==> src/hw/rtl/ptrt_pkg.sv <==
// ptrt_pkg: shared types and constants for the periodic task release table.
// No dependencies.
package ptrt_pkg;
  localparam int MaxTasks = 16;
  localparam int IdxW = $clog2(MaxTasks);
  localparam int CntW = $clog2(MaxTasks + 1);

  localparam logic [1:0] FUNC_TICK = 2'd0;
  localparam logic [1:0] FUNC_ADD = 2'd1;
  localparam logic [1:0] FUNC_REMOVE = 2'd2;

  localparam logic [2:0] ST_RELEASE = 3'd0;
  localparam logic [2:0] ST_ADDED = 3'd1;
  localparam logic [2:0] ST_FULL = 3'd2;
  localparam logic [2:0] ST_REMOVED = 3'd3;
  localparam logic [2:0] ST_NOTFOUND = 3'd4;
  localparam logic [2:0] ST_ZERO = 3'd5;

  // controller to datapath
  typedef struct packed {
    logic           latch;      // capture the request
    logic           tick_inc;   // advance tick count
    logic           rd;         // read entry at idx
    logic [IdxW-1:0] idx;
    logic           mod_start;  // start modulo of num by den
    logic           mod_tick;   // 1: (ticks - phase) mod period, 0: ticks mod new period
    logic           wr_add;     // append new entry
    logic           shift;      // copy entry idx+1 into idx
    logic           dec;        // count minus one
  } cmd_t;

  typedef struct packed {
    logic            mod_done;
    logic            mod_zero;
    logic            id_match;
    logic [CntW-1:0] count;
  } sts_t;
endpackage

==> src/hw/rtl/periodic_task_release_table.sv <==
// periodic_task_release_table: top level, controller plus datapath.
// Depends on ptrt_pkg, ptrt_ctrl, ptrt_datapath.
//
// One request at a time. A tick scans the table entry by entry; each entry
// is checked by the bit-serial 32-by-16 modulo unit (one quotient bit per
// cycle), and the scan waits while the receiver stalls. An add runs one
// modulo for the phase; a remove reads and compares entries until the id
// matches, then moves each later entry down one place. Releases of a tick
// come out in table order, the last one flagged. Adds to a full table and
// adds with zero period are refused. Func code 3 is dropped without effect
// or result.
module periodic_task_release_table (
  input  logic        clk,
  input  logic        rst,
  input  logic        valid,
  output logic        ready,
  input  logic [1:0]  func,
  input  logic [7:0]  task_id,
  input  logic [31:0] context_req,
  input  logic [15:0] period,
  output logic        out_valid,
  input  logic        out_ready,
  output logic        released,
  output logic [7:0]  task_id_out,
  output logic [31:0] context_out,
  output logic [2:0]  status,
  output logic        last
);
  ptrt_pkg::cmd_t cmd;
  ptrt_pkg::sts_t sts;
  logic [7:0]  rd_id, req_id;
  logic [31:0] rd_ctx, req_ctx;

  ptrt_datapath u_dp (
    .clk, .rst, .cmd, .sts, .task_id, .context_req, .period,
    .rd_id, .rd_ctx, .req_id, .req_ctx
  );

  ptrt_ctrl u_ctrl (
    .clk, .rst, .valid, .ready, .func, .period, .cmd, .sts,
    .rd_id, .rd_ctx, .req_id, .req_ctx,
    .out_valid, .out_ready, .released, .task_id_out, .context_out, .status, .last
  );

  // entry count never exceeds the table size
  a_count: assert property (@(posedge clk) disable iff (rst)
    sts.count <= ptrt_pkg::CntW'(ptrt_pkg::MaxTasks)) else $error("count overflow");
  // no request is taken while a result waits
  a_busy: assert property (@(posedge clk) disable iff (rst)
    out_valid |-> !ready) else $error("ready with pending result");
  // an append never happens on a full table
  a_add: assert property (@(posedge clk) disable iff (rst)
    cmd.wr_add |-> sts.count < ptrt_pkg::CntW'(ptrt_pkg::MaxTasks)) else $error("add when full");
endmodule

==> src/hw/rtl/ptrt_datapath.sv <==
// ptrt_datapath: entry memories, tick count and a bit-serial 32-by-16 modulo unit.
// Depends on ptrt_pkg.
module ptrt_datapath (
  input  logic                  clk,
  input  logic                  rst,
  input  ptrt_pkg::cmd_t        cmd,
  output ptrt_pkg::sts_t        sts,
  input  logic [7:0]            task_id,
  input  logic [31:0]           context_req,
  input  logic [15:0]           period,
  output logic [7:0]            rd_id,
  output logic [31:0]           rd_ctx,
  output logic [7:0]            req_id,
  output logic [31:0]           req_ctx
);
  logic [7:0]  ids [ptrt_pkg::MaxTasks];
  logic [31:0] ctxs [ptrt_pkg::MaxTasks];
  logic [15:0] pers [ptrt_pkg::MaxTasks];
  logic [15:0] phs [ptrt_pkg::MaxTasks];
  logic [ptrt_pkg::CntW-1:0] count;
  logic [31:0] ticks;
  logic [15:0] req_per, rd_per, rd_ph;
  // modulo unit
  logic [31:0] num;
  logic [16:0] rem;
  logic [15:0] den;
  logic [5:0]  bits;
  logic        busy, done;
  logic [16:0] rem_sh;
  logic [ptrt_pkg::IdxW-1:0] widx, sidx;

  assign rem_sh = {rem[15:0], num[31]};
  assign widx = count[ptrt_pkg::IdxW-1:0];
  assign sidx = cmd.idx + 1'b1;

  always_ff @(posedge clk) begin
    if (cmd.latch) begin
      req_id <= task_id;
      req_ctx <= context_req;
      req_per <= period;
    end
    if (cmd.rd) begin
      rd_id <= ids[cmd.idx];
      rd_ctx <= ctxs[cmd.idx];
      rd_per <= pers[cmd.idx];
      rd_ph <= phs[cmd.idx];
    end
    if (cmd.wr_add) begin
      ids[widx] <= req_id;
      ctxs[widx] <= req_ctx;
      pers[widx] <= req_per;
      phs[widx] <= rem[15:0];
    end
    if (cmd.shift) begin
      ids[cmd.idx] <= ids[sidx];
      ctxs[cmd.idx] <= ctxs[sidx];
      pers[cmd.idx] <= pers[sidx];
      phs[cmd.idx] <= phs[sidx];
    end
    if (cmd.mod_start) begin
      num <= cmd.mod_tick ? ticks - {16'd0, rd_ph} : ticks;
      den <= cmd.mod_tick ? rd_per : req_per;
      rem <= '0;
      bits <= '0;
    end else if (busy) begin
      num <= {num[30:0], 1'b0};
      rem <= (rem_sh >= {1'b0, den}) ? rem_sh - {1'b0, den} : rem_sh;
      bits <= bits + 6'd1;
    end
  end

  // done stays high from the end of a modulo until the next one starts
  always_ff @(posedge clk) begin
    if (rst) begin
      count <= '0;
      ticks <= '0;
      busy <= 1'b0;
      done <= 1'b0;
    end else begin
      if (cmd.tick_inc) ticks <= ticks + 32'd1;
      if (cmd.wr_add) count <= count + 1'b1;
      if (cmd.dec) count <= count - 1'b1;
      if (cmd.mod_start) begin
        busy <= 1'b1;
        done <= 1'b0;
      end else if (busy && bits == 6'd31) begin
        busy <= 1'b0;
        done <= 1'b1;
      end
    end
  end

  always_comb begin
    sts.mod_done = done;
    sts.mod_zero = (rem[15:0] == 16'd0);
    sts.id_match = (rd_id == req_id);
    sts.count = count;
  end
endmodule

==> src/hw/rtl/ptrt_ctrl.sv <==
// ptrt_ctrl: request sequencer and result register for the release table.
// Depends on ptrt_pkg.
module ptrt_ctrl (
  input  logic           clk,
  input  logic           rst,
  input  logic           valid,
  output logic           ready,
  input  logic [1:0]     func,
  input  logic [15:0]    period,
  output ptrt_pkg::cmd_t cmd,
  input  ptrt_pkg::sts_t sts,
  input  logic [7:0]     rd_id,
  input  logic [31:0]    rd_ctx,
  input  logic [7:0]     req_id,
  input  logic [31:0]    req_ctx,
  output logic           out_valid,
  input  logic           out_ready,
  output logic           released,
  output logic [7:0]     task_id_out,
  output logic [31:0]    context_out,
  output logic [2:0]     status,
  output logic           last
);
  typedef enum logic [3:0] {
    S_IDLE, S_ADD_MOD, S_ADD_WAIT, S_TRD, S_TCHK, S_TWAIT, S_RRD, S_RCHK, S_SHIFT,
    S_OUT
  } state_t;
  state_t state;
  logic [ptrt_pkg::IdxW-1:0] idx;
  logic [ptrt_pkg::CntW-1:0] pos;
  logic [1:0] func_r;
  logic       have;                 // tick release held in pend regs; for a remove, entry found
  logic [7:0]  pend_id;
  logic [31:0] pend_ctx;
  logic       full;
  logic [ptrt_pkg::CntW-1:0] nxt;
  logic       out_free;
  logic       emit;
  logic       addok;

  assign ready = (state == S_IDLE) && !out_valid;
  assign full = (sts.count == ptrt_pkg::CntW'(ptrt_pkg::MaxTasks));
  assign nxt = pos + 1'b1;
  assign out_free = !out_valid || out_ready;
  assign emit = out_free &&
                (((state == S_TWAIT) && sts.mod_done && sts.mod_zero && have) ||
                 ((state == S_OUT) && (func_r != ptrt_pkg::FUNC_TICK || have)));

  always_comb begin
    cmd = '0;
    cmd.idx = idx;
    cmd.latch = valid && ready;
    cmd.tick_inc = valid && ready && func == ptrt_pkg::FUNC_TICK;
    unique case (state)
      S_ADD_MOD: cmd.mod_start = 1'b1;
      S_ADD_WAIT: cmd.wr_add = sts.mod_done;
      S_TRD, S_RRD: cmd.rd = 1'b1;
      S_TCHK: begin
        cmd.mod_start = 1'b1;
        cmd.mod_tick = 1'b1;
      end
      S_SHIFT: begin
        cmd.shift = (nxt < sts.count);
        cmd.dec = !(nxt < sts.count);
      end
      default: ;
    endcase
  end

  always_ff @(posedge clk) begin
    if (rst) begin
      state <= S_IDLE;
      out_valid <= 1'b0;
      have <= 1'b0;
    end else begin
      if (emit) out_valid <= 1'b1;
      else if (out_valid && out_ready) out_valid <= 1'b0;
      unique case (state)
        S_IDLE: if (valid && ready) begin
          func_r <= func;
          idx <= '0;
          pos <= '0;
          have <= 1'b0;
          unique case (func)
            ptrt_pkg::FUNC_TICK: state <= (sts.count == '0) ? S_IDLE : S_TRD;
            ptrt_pkg::FUNC_ADD: begin
              if (full || period == 16'd0) state <= S_OUT;
              else state <= S_ADD_MOD;
            end
            ptrt_pkg::FUNC_REMOVE: state <= (sts.count == '0) ? S_OUT : S_RRD;
            default: state <= S_IDLE;
          endcase
        end
        S_ADD_MOD: state <= S_ADD_WAIT;
        S_ADD_WAIT: if (sts.mod_done) state <= S_OUT;
        S_TRD: state <= S_TCHK;
        S_TCHK: state <= S_TWAIT;
        S_TWAIT: if (sts.mod_done && out_free) begin
          // hold a found release until it is known whether it is the last;
          // send the one held before it, which is not
          if (sts.mod_zero) begin
            if (have) begin
              released <= 1'b1;
              task_id_out <= pend_id;
              context_out <= pend_ctx;
              status <= ptrt_pkg::ST_RELEASE;
              last <= 1'b0;
            end
            pend_id <= rd_id;
            pend_ctx <= rd_ctx;
            have <= 1'b1;
          end
          if (nxt == sts.count) begin
            state <= S_OUT;
          end else begin
            pos <= nxt;
            idx <= nxt[ptrt_pkg::IdxW-1:0];
            state <= S_TRD;
          end
        end
        S_RRD: state <= S_RCHK;
        S_RCHK: if (sts.id_match) begin
          state <= S_SHIFT;
        end else if (nxt == sts.count) begin
          state <= S_OUT;
        end else begin
          pos <= nxt;
          idx <= nxt[ptrt_pkg::IdxW-1:0];
          state <= S_RRD;
        end
        S_SHIFT: if (nxt < sts.count) begin
          pos <= nxt;
          idx <= nxt[ptrt_pkg::IdxW-1:0];
        end else begin
          have <= 1'b1;
          state <= S_OUT;
        end
        S_OUT: if (out_free) begin
          state <= S_IDLE;
          last <= 1'b1;
          if (func_r == ptrt_pkg::FUNC_TICK) begin
            released <= 1'b1;
            task_id_out <= pend_id;
            context_out <= pend_ctx;
            status <= ptrt_pkg::ST_RELEASE;
          end else if (func_r == ptrt_pkg::FUNC_REMOVE) begin
            released <= 1'b0;
            task_id_out <= req_id;
            context_out <= '0;
            status <= have ? ptrt_pkg::ST_REMOVED : ptrt_pkg::ST_NOTFOUND;
          end else if (addok) begin
            released <= 1'b1;
            task_id_out <= req_id;
            context_out <= req_ctx;
            status <= ptrt_pkg::ST_ADDED;
          end else begin
            released <= 1'b0;
            task_id_out <= req_id;
            context_out <= '0;
            status <= full ? ptrt_pkg::ST_FULL : ptrt_pkg::ST_ZERO;
          end
        end
        default: state <= S_IDLE;
      endcase
    end
  end

  // add succeeded: marked when the new entry was written
  always_ff @(posedge clk) begin
    if (rst) addok <= 1'b0;
    else if (valid && ready) addok <= 1'b0;
    else if (cmd.wr_add) addok <= 1'b1;
  end
endmodule
==> config.mk <==
export PLATFORM = sky130hd
export DESIGN_NAME = periodic_task_release_table
export DESIGN_NICKNAME = d
export VERILOG_FILES = /design/src/hw/rtl/ptrt_pkg.sv /design/src/hw/rtl/periodic_task_release_table.sv /design/src/hw/rtl/ptrt_datapath.sv /design/src/hw/rtl/ptrt_ctrl.sv
export SDC_FILE = /design/constraint.sdc
export NUM_CORES = 2
export LEC_CHECK = 0
export BUFFER_PORTS_ARGS = -buffer_cell sky130_fd_sc_hd__buf_2
export CORE_MARGIN = 5
export CORE_UTILIZATION = 40
export CTS_BUF_LIST = sky130_fd_sc_hd__clkbuf_8
export DETAILED_ROUTE_END_ITERATION = 16
export GPL_ROUTABILITY_DRIVEN = 0
export SLEW_MARGIN = 10
export SYNTH_ARGS = -nofsm -noshare
export SYNTH_HDL_FRONTEND = slang
export SYNTH_SLANG_ARGS = --single-unit
==> constraint.sdc <==
create_clock -name clk -period 10.95 [get_ports clk]
set_input_delay 2.19 -clock clk [delete_from_list [all_inputs] [get_ports clk]]
set_output_delay 2.19 -clock clk [all_outputs]
set_load 0.05 [all_outputs]
# Yosys cells after proc, flatten, opt, wreduce, memory -nomap -nowiden
# Memory sizes are Yosys's and may differ from the RTL's. A register that Yosys moved wholly into a read port is not among the register bits.
# Cells that the tools add are included.
dict set report word_totals {
  reg_bits 268
  latchBits 0
  mem_bits_rw 1152
  romBits 0
  in_bits 62
  out_inout_bits 47
  elab_cells 209
  memories 4
}
# name depth width read_ports rd_clocked_by_memory_dff write_ports line
set mem_list {}
lappend mem_list {u_dp.ctxs 16 32 2 1 1 ptrt_datapath.sv:17} ;# logic [31:0] ctxs [ptrt_pkg::MaxTasks];
lappend mem_list {u_dp.pers 16 16 2 1 1 ptrt_datapath.sv:18} ;# logic [15:0] pers [ptrt_pkg::MaxTasks];
lappend mem_list {u_dp.phs 16 16 2 1 1 ptrt_datapath.sv:19} ;# logic [15:0] phs [ptrt_pkg::MaxTasks];
lappend mem_list {u_dp.ids 16 8 2 1 1 ptrt_datapath.sv:16} ;# logic [7:0] ids [ptrt_pkg::MaxTasks];
dict set report classes {
  addsub 8
  n_mul 0
  div_mod_pow 0
  order_cmp 2
  n_eq_ne 25
  shifts 0
  n_mux 99
  bitwise 1
  n_reduce_logical 45
}
# operator count
set ops {}
lappend ops {{2-to-1 mux 32 bit} 11}
lappend ops {{2-to-1 mux 4 bit} 19}
lappend ops {{2-to-1 mux 16 bit} 4}
lappend ops {{case mux 32 bit (2 select lines)} 1}
lappend ops {{2-to-1 mux 8 bit} 6}
lappend ops {{case mux 4 bit (10 select lines)} 1}
lappend ops {{2-to-1 mux 5 bit} 7}
lappend ops {{adder 32 x 1 -> 32 bit (second input constant)} 1}
lappend ops {{logical NOT 16 bit} 2}
lappend ops {{OR reduction 16 bit} 2}
lappend ops {{OR reduction 32 bit} 1}
lappend ops {{subtractor 32 x 16 -> 32 bit} 1}
lappend ops {{2-to-1 mux 1 bit} 31}
lappend ops {{2-to-1 mux 3 bit} 9}
lappend ops {{case mux 5 bit (4 select lines)} 1}
lappend ops {{>= comparator 17 x 16 -> 1 bit} 1}
lappend ops {{== test 4 x 3 -> 1 bit (second input constant)} 4}
lappend ops {{case mux 4 bit (4 select lines)} 1}
lappend ops {{case mux 8 bit (2 select lines)} 1}
lappend ops {{subtractor 16 bit} 1}
lappend ops {{case mux 4 bit (3 select lines)} 1}
lappend ops {{AND reduction 6 bit} 2}
lappend ops {{nonzero test 2 bit} 6}
lappend ops {{logical AND 1 bit} 11}
lappend ops {{other kinds (33)} 55}

# Logic depth before layout (Yosys ltp)
dict set report depth {
  depth_word 8
  mapped_depth 17
  depth_no_buf 15
}

# Modules after synthesis
# A second synthesis with hierarchy kept.
dict set report hier_totals {
  cells_unflattened 6537
  hier_area_um2 79565.1
}
# module instances cells_each area_each_um2 seq_area_each_um2
set by_module_without_submodules {}
lappend by_module_without_submodules {ptrt_datapath 1 6222 75296.0 41099.4}
lappend by_module_without_submodules {ptrt_ctrl 1 315 4269.1 2902.8}

# Least setup slack after synthesis
# OpenSTA, ideal clock, no wires.
dict set report synth_timing {
  path_kind {in2reg}
  startpoint {input rst}
  endpoint {register u_ctrl.context_out[0] (enable)}
  setup_ps 689
  arrival_time_ps 9564
  t_required_ps 10261
  setup_slack_ps 697
  path_stages 3
  path_buffers 2
  cell_sequence {clkbuf_1 clkbuf_1 a2111oi_0}
}
dict set report synth_via {
  elab_chain_cells 2
}
# item line
set synth_lines {}
lappend synth_lines {{start: declaration} periodic_task_release_table.sv:14} ;# input logic rst,
lappend synth_lines {{inverter 1 bit (no line)} --}
lappend synth_lines {{AND reduction 6 bit (no line)} --}
lappend synth_lines {{end signal: assignment} ptrt_ctrl.sv:105} ;# context_out <= pend_ctx;
lappend synth_lines {{end signal: assignment} ptrt_ctrl.sv:144} ;# context_out <= pend_ctx;
lappend synth_lines {{end signal: assignment} ptrt_ctrl.sv:154} ;# context_out <= req_ctx;
lappend synth_lines {{end: declaration} ptrt_ctrl.sv:20} ;# output logic [31:0] context_out,
# Every way passes these cells.
# A chain may end at the register's enable or synchronous reset.

# Worst setup path after layout
dict set report layout_timing {
  startpoint {register u_ctrl.pos[1] in the netlist's numbering}
  endpoint {memory u_dp.phs[2][15] (enable)}
}
dict set report layout_via {
  elab_chain_cells 7
  word_cells_on_any_way 8
  cone_classes {1 x add/sub; 1 x order compare; 5 x mux; 1 x reduce/logical}
}
# item line
set layout_lines {}
lappend layout_lines {{start: declaration} ptrt_ctrl.sv:30} ;# logic [ptrt_pkg::CntW-1:0] pos;
lappend layout_lines {{start signal: assignment} ptrt_ctrl.sv:116} ;# pos <= nxt;
lappend layout_lines {{start signal: assignment} ptrt_ctrl.sv:127} ;# pos <= nxt;
lappend layout_lines {{start signal: assignment} ptrt_ctrl.sv:132} ;# pos <= nxt;
lappend layout_lines {{adder 5 x 1 -> 5 bit *} ptrt_ctrl.sv:43} ;# assign nxt = pos + 1'b1;
lappend layout_lines {{< comparator 5 bit *} ptrt_ctrl.sv:63} ;# cmd.shift = (nxt < sts.count);
lappend layout_lines {{2-to-1 mux 2 bit *} ptrt_ctrl.sv:54} ;# unique case (state)
lappend layout_lines {{2-to-1 mux 1 bit *} ptrt_datapath.sv:54} ;# if (cmd.shift) begin
lappend layout_lines {{2-to-1 mux 1 bit (implied by the code) *} ptrt_datapath.sv:58} ;# phs[cmd.idx] <= phs[sidx];
lappend layout_lines {{OR reduction 16 bit (no line)} --}
lappend layout_lines {{2-to-1 mux 4 bit (no line) / 2-to-1 mux 1 bit (equally long branches)} --}
lappend layout_lines {{end: declaration} ptrt_datapath.sv:19}
# Every way passes the cells marked *; elsewhere a longest branch is shown, timed or not.

==> results.sh <==
export IMPL_status="complete, no violations"
export IMPL_grt_antenna_before_repair=4
export IMPL_synth_warnings=0
export IMPL_hold_depth=0
export IMPL_vias=35849
export IMPL_ys_ff_latch=1488
export IMPL_clockBufferDepth=3
export IMPL_cts_root_buf="clkbuf_8"
export IMPL_endpoint_kind="register"
export IMPL_ios=109
export IMPL_grt_pass1_wl_um=251000
export IMPL_drc=0
export IMPL_post_place_ws_ns=4.41
export IMPL_setup_tns_ns=0
export IMPL_track_usage=0.192
export IMPL_hpwl_um=93300
export IMPL_die_area_mm2=0.177
export IMPL_hp_start="u_dp.rd_ctx[16]$_DFFE_PP_"
export IMPL_holdCritPathClass="register to register"
export IMPL_fin_util=0.450
export IMPL_syn_area_per_cell_um2=20.0
export IMPL_power_density_mw_per_mm2=263
export IMPL_required_ns=11.53
export IMPL_layout_common_cells="1420 x edfxtp_1, 720 x mux4_2, 241 x clkbuf_8, 124 x inv_1, 108 x buf_2"
export IMPL_synth_async_reset_ratio=0
export IMPL_drv_slew=0
export IMPL_cts_hold_buf=0
export IMPL_clock_skew_ns=0.0627
export IMPL_grt_max_degree=160
export IMPL_htreeDepth=4
export IMPL_n_fill_cell=14201
export IMPL_rr_worst_depth=14
export IMPL_wl_per_cell_um=28.3
export IMPL_cts_tree="yes"
export IMPL_relSlewSlack=0.241
export IMPL_port_buffers=108
export IMPL_synth_nets=3487
export IMPL_wirelength_um=169000
export IMPL_timing_rr_start="u_ctrl.pos[1]$_SDFFCE_PN0P_"
export IMPL_num_nets_final=3677
export IMPL_mostFrequentLayoutCell="edfxtp_1"
export IMPL_cts_buffers=239
export IMPL_hold_path_end="u_ctrl.pend_ctx[16]$_DFFE_PP_"
export IMPL_drv_cap=0
export IMPL_cp_arrival_ns=7.06
export IMPL_final_area_mm2=0.0754
export IMPL_fin_crit_ns=6.48
export IMPL_start_util=0.403
export IMPL_drtIter0Drc=3515
export IMPL_r2r_end="u_dp.phs[2][15]$_DFFE_PP_"
export IMPL_setup_viol=0
export IMPL_crit_type="register to register"
export IMPL_cts_num_sinks=1488
export IMPL_clk_pin_slew_worst_paths_ns=0.06
export IMPL_core_area_mm2=0.167
export IMPL_p_leak_uw=0.0240
export IMPL_final_period_utilization=0.592
export IMPL_row_count=150
export IMPL_synth_area_mm2=0.0675
export IMPL_worst_pin_slew_ns=1.13
export IMPL_syn_to_final_growth_pct=11.7
export IMPL_layout_setup_ws_ns=4.47
export IMPL_die_h_um=421
export IMPL_cts_setup_buffers=0
export IMPL_fp_dieW_um=421
export IMPL_gr_total_overflow=0
export IMPL_cp_max_fo=74
export IMPL_synth_ff_type="edfxtp_1"
export IMPL_rsz0062_at_grt="false"
export IMPL_clkLatencyLatePin_ns=0.98
export IMPL_finalHoldViolations=0
export IMPL_synth_edf_count=1420
export IMPL_fmax_mhz=154
export IMPL_antenna_left=0
export IMPL_drive_above_1_share=0.354
export IMPL_hold_ws_ns=0.413
export IMPL_r2r_slack_ns=4.47
export IMPL_cts_resized=0
export IMPL_post_dp_cell_area_mm2=0.0707
export IMPL_synth_cell_types=67
export IMPL_ys_seq_area_frac=0.652
export IMPL_post_drt_via_cell_ratio=6.00
export IMPL_firstDrtPassIters=5
export IMPL_grt_pass1_vias=36749
export IMPL_synth_cells=3379
export IMPL_cp_start_kind="register"
export IMPL_peakVddDrop_mv=0.402
[per-stage QoR]
step | power [uW] | std cells
after floorplan | 12900 | 3379
after global placement | 15300 | 5531
after detailed placement | 15400 | 5531
after CTS | 20100 | 5966
after global routing | 20900 | 5971
final | 19900 | 5971
[cell usage after synthesis, types with 10 or more instances]
cell	number	area (um2)
or3_1	10	62.6
nor3_1	22	110
nor2_1	102	383
nand2_1	88	330
nand3_1	32	160
o21ai_0	72	360
ha_1	43	538
nand4_1	13	81.3
and3_1	13	81.3
a22o_1	33	289
dfxtp_1	68	1360
edfxtp_1	1420	42600
and2_1	12	75.1
inv_1	54	203
a31oi_1	10	62.6
buf_1	56	210
nor4_1	21	131
clkbuf_1	164	616
a211oi_1	21	158
mux2i_1	29	290
mux2_2	96	1080
nand2b_1	17	106
a21oi_1	68	340
mux4_2	720	16200
nor2b_1	14	87.6
xnor2_1	44	385
a21o_1	10	75.1
xor2_1	38	333
[layer usage]
metal / global-route usage / routed length [um] / vias up
met2: 0.312 / 83000 / 1291
li1: - / - / 14828
met4: 0.0480 / 3270 / 0
met1: 0.272 / 72300 / 19494
met3: 0.0356 / 10400 / 236
met5: 0 / 0 / -
[cell type report]
cell class              instances  area, um2  share of cell area
diodes                          4       10.0            0.000133
repair buffers                173       1140              0.0151
clock inverters               194       1340              0.0178
inverters                      56        210             0.00279
well taps                    2204       2760              0.0366
flip-flops and latches       1488      44000               0.584
multi-input cells            1611      22600               0.300
clock buffers                 241       3320              0.0440
[worst max-delay path by stage]
stage               slack (ns)                              end                         from  cells after the start
detailed placement        4.41        u_dp.phs[2][13]$_DFFE_PP_  u_ctrl.pos[1]$_SDFFCE_PN0P_                     14
global route              4.14         u_dp.phs[2][2]$_DFFE_PP_  u_ctrl.pos[1]$_SDFFCE_PN0P_                     14
floorplan                 0.70  u_ctrl.context_out[0]$_DFFE_PP_                          rst                      3
CTS                       4.39        u_dp.phs[2][15]$_DFFE_PP_  u_ctrl.pos[1]$_SDFFCE_PN0P_                     14
global placement          4.35        u_dp.phs[2][13]$_DFFE_PP_  u_ctrl.pos[1]$_SDFFCE_PN0P_                     14
finish                    4.47        u_dp.phs[2][15]$_DFFE_PP_  u_ctrl.pos[1]$_SDFFCE_PN0P_                     14
[flip-flops by register name, summed over array words and instances, names as in the netlist, 3 cells and up]
| signal | cells |
|---|---|
| u_dp.den | 16 |
| u_dp.ticks | 32 |
| u_dp.rd_id | 8 |
| u_dp.req_ctx | 32 |
| u_dp.rem | 16 |
| u_dp.ctxs | 512 |
| u_ctrl.pend_id | 8 |
| u_ctrl.pos | 5 |
| u_dp.num | 32 |
| u_dp.bits | 6 |
| u_dp.count | 5 |
| u_dp.rd_ctx | 32 |
| u_ctrl.state | 4 |
| u_dp.ids | 128 |
| u_dp.pers | 256 |
| u_dp.phs | 256 |
| u_ctrl.status | 3 |
| u_dp.req_id | 8 |
| u_ctrl.task_id_out | 8 |
| u_dp.rd_ph | 16 |
| u_ctrl.pend_ctx | 32 |
| u_ctrl.context_out | 32 |
| u_dp.rd_per | 16 |
| u_dp.req_per | 16 |
[critical path, stage by stage (launching register included)]
cell,delay [ns]
edfxtp_1,1.03
nand3_1,0.26
xnor2_2,0.24
buf_12,0.65
ha_1,0.39
and3_1,0.22
o21ai_0,0.12
nand4b_1,0.18
buf_4,0.34
buf_4,0.42
nor3_1,0.22
a31o_2,0.18
and2_4,0.50
buf_4,0.62
buf_4,0.60
[where the power goes]
group          internal [uW]  switching, uW  leakage [uW]
sequential              7240            256        0.0134
clock                   2440           2280       0.00262
combinational           3800           3850       0.00796
total                  13500           6380        0.0240
[cells by family (layout without fill, tap and decap cells)]
family | after synthesis | count (layout) | synth area share
other cells | 0 | 4 | 0
xor+xnor | 82 | 82 | 0.0106
fa+ha+maj | 46 | 46 | 0.00886
mux | 845 | 845 | 0.261
simple gates | 378 | 378 | 0.0281
buf+inv | 280 | 664 | 0.0156
flops | 1488 | 1488 | 0.652
compound gates | 260 | 260 | 0.0245
(Power assumes the default switching activity.)
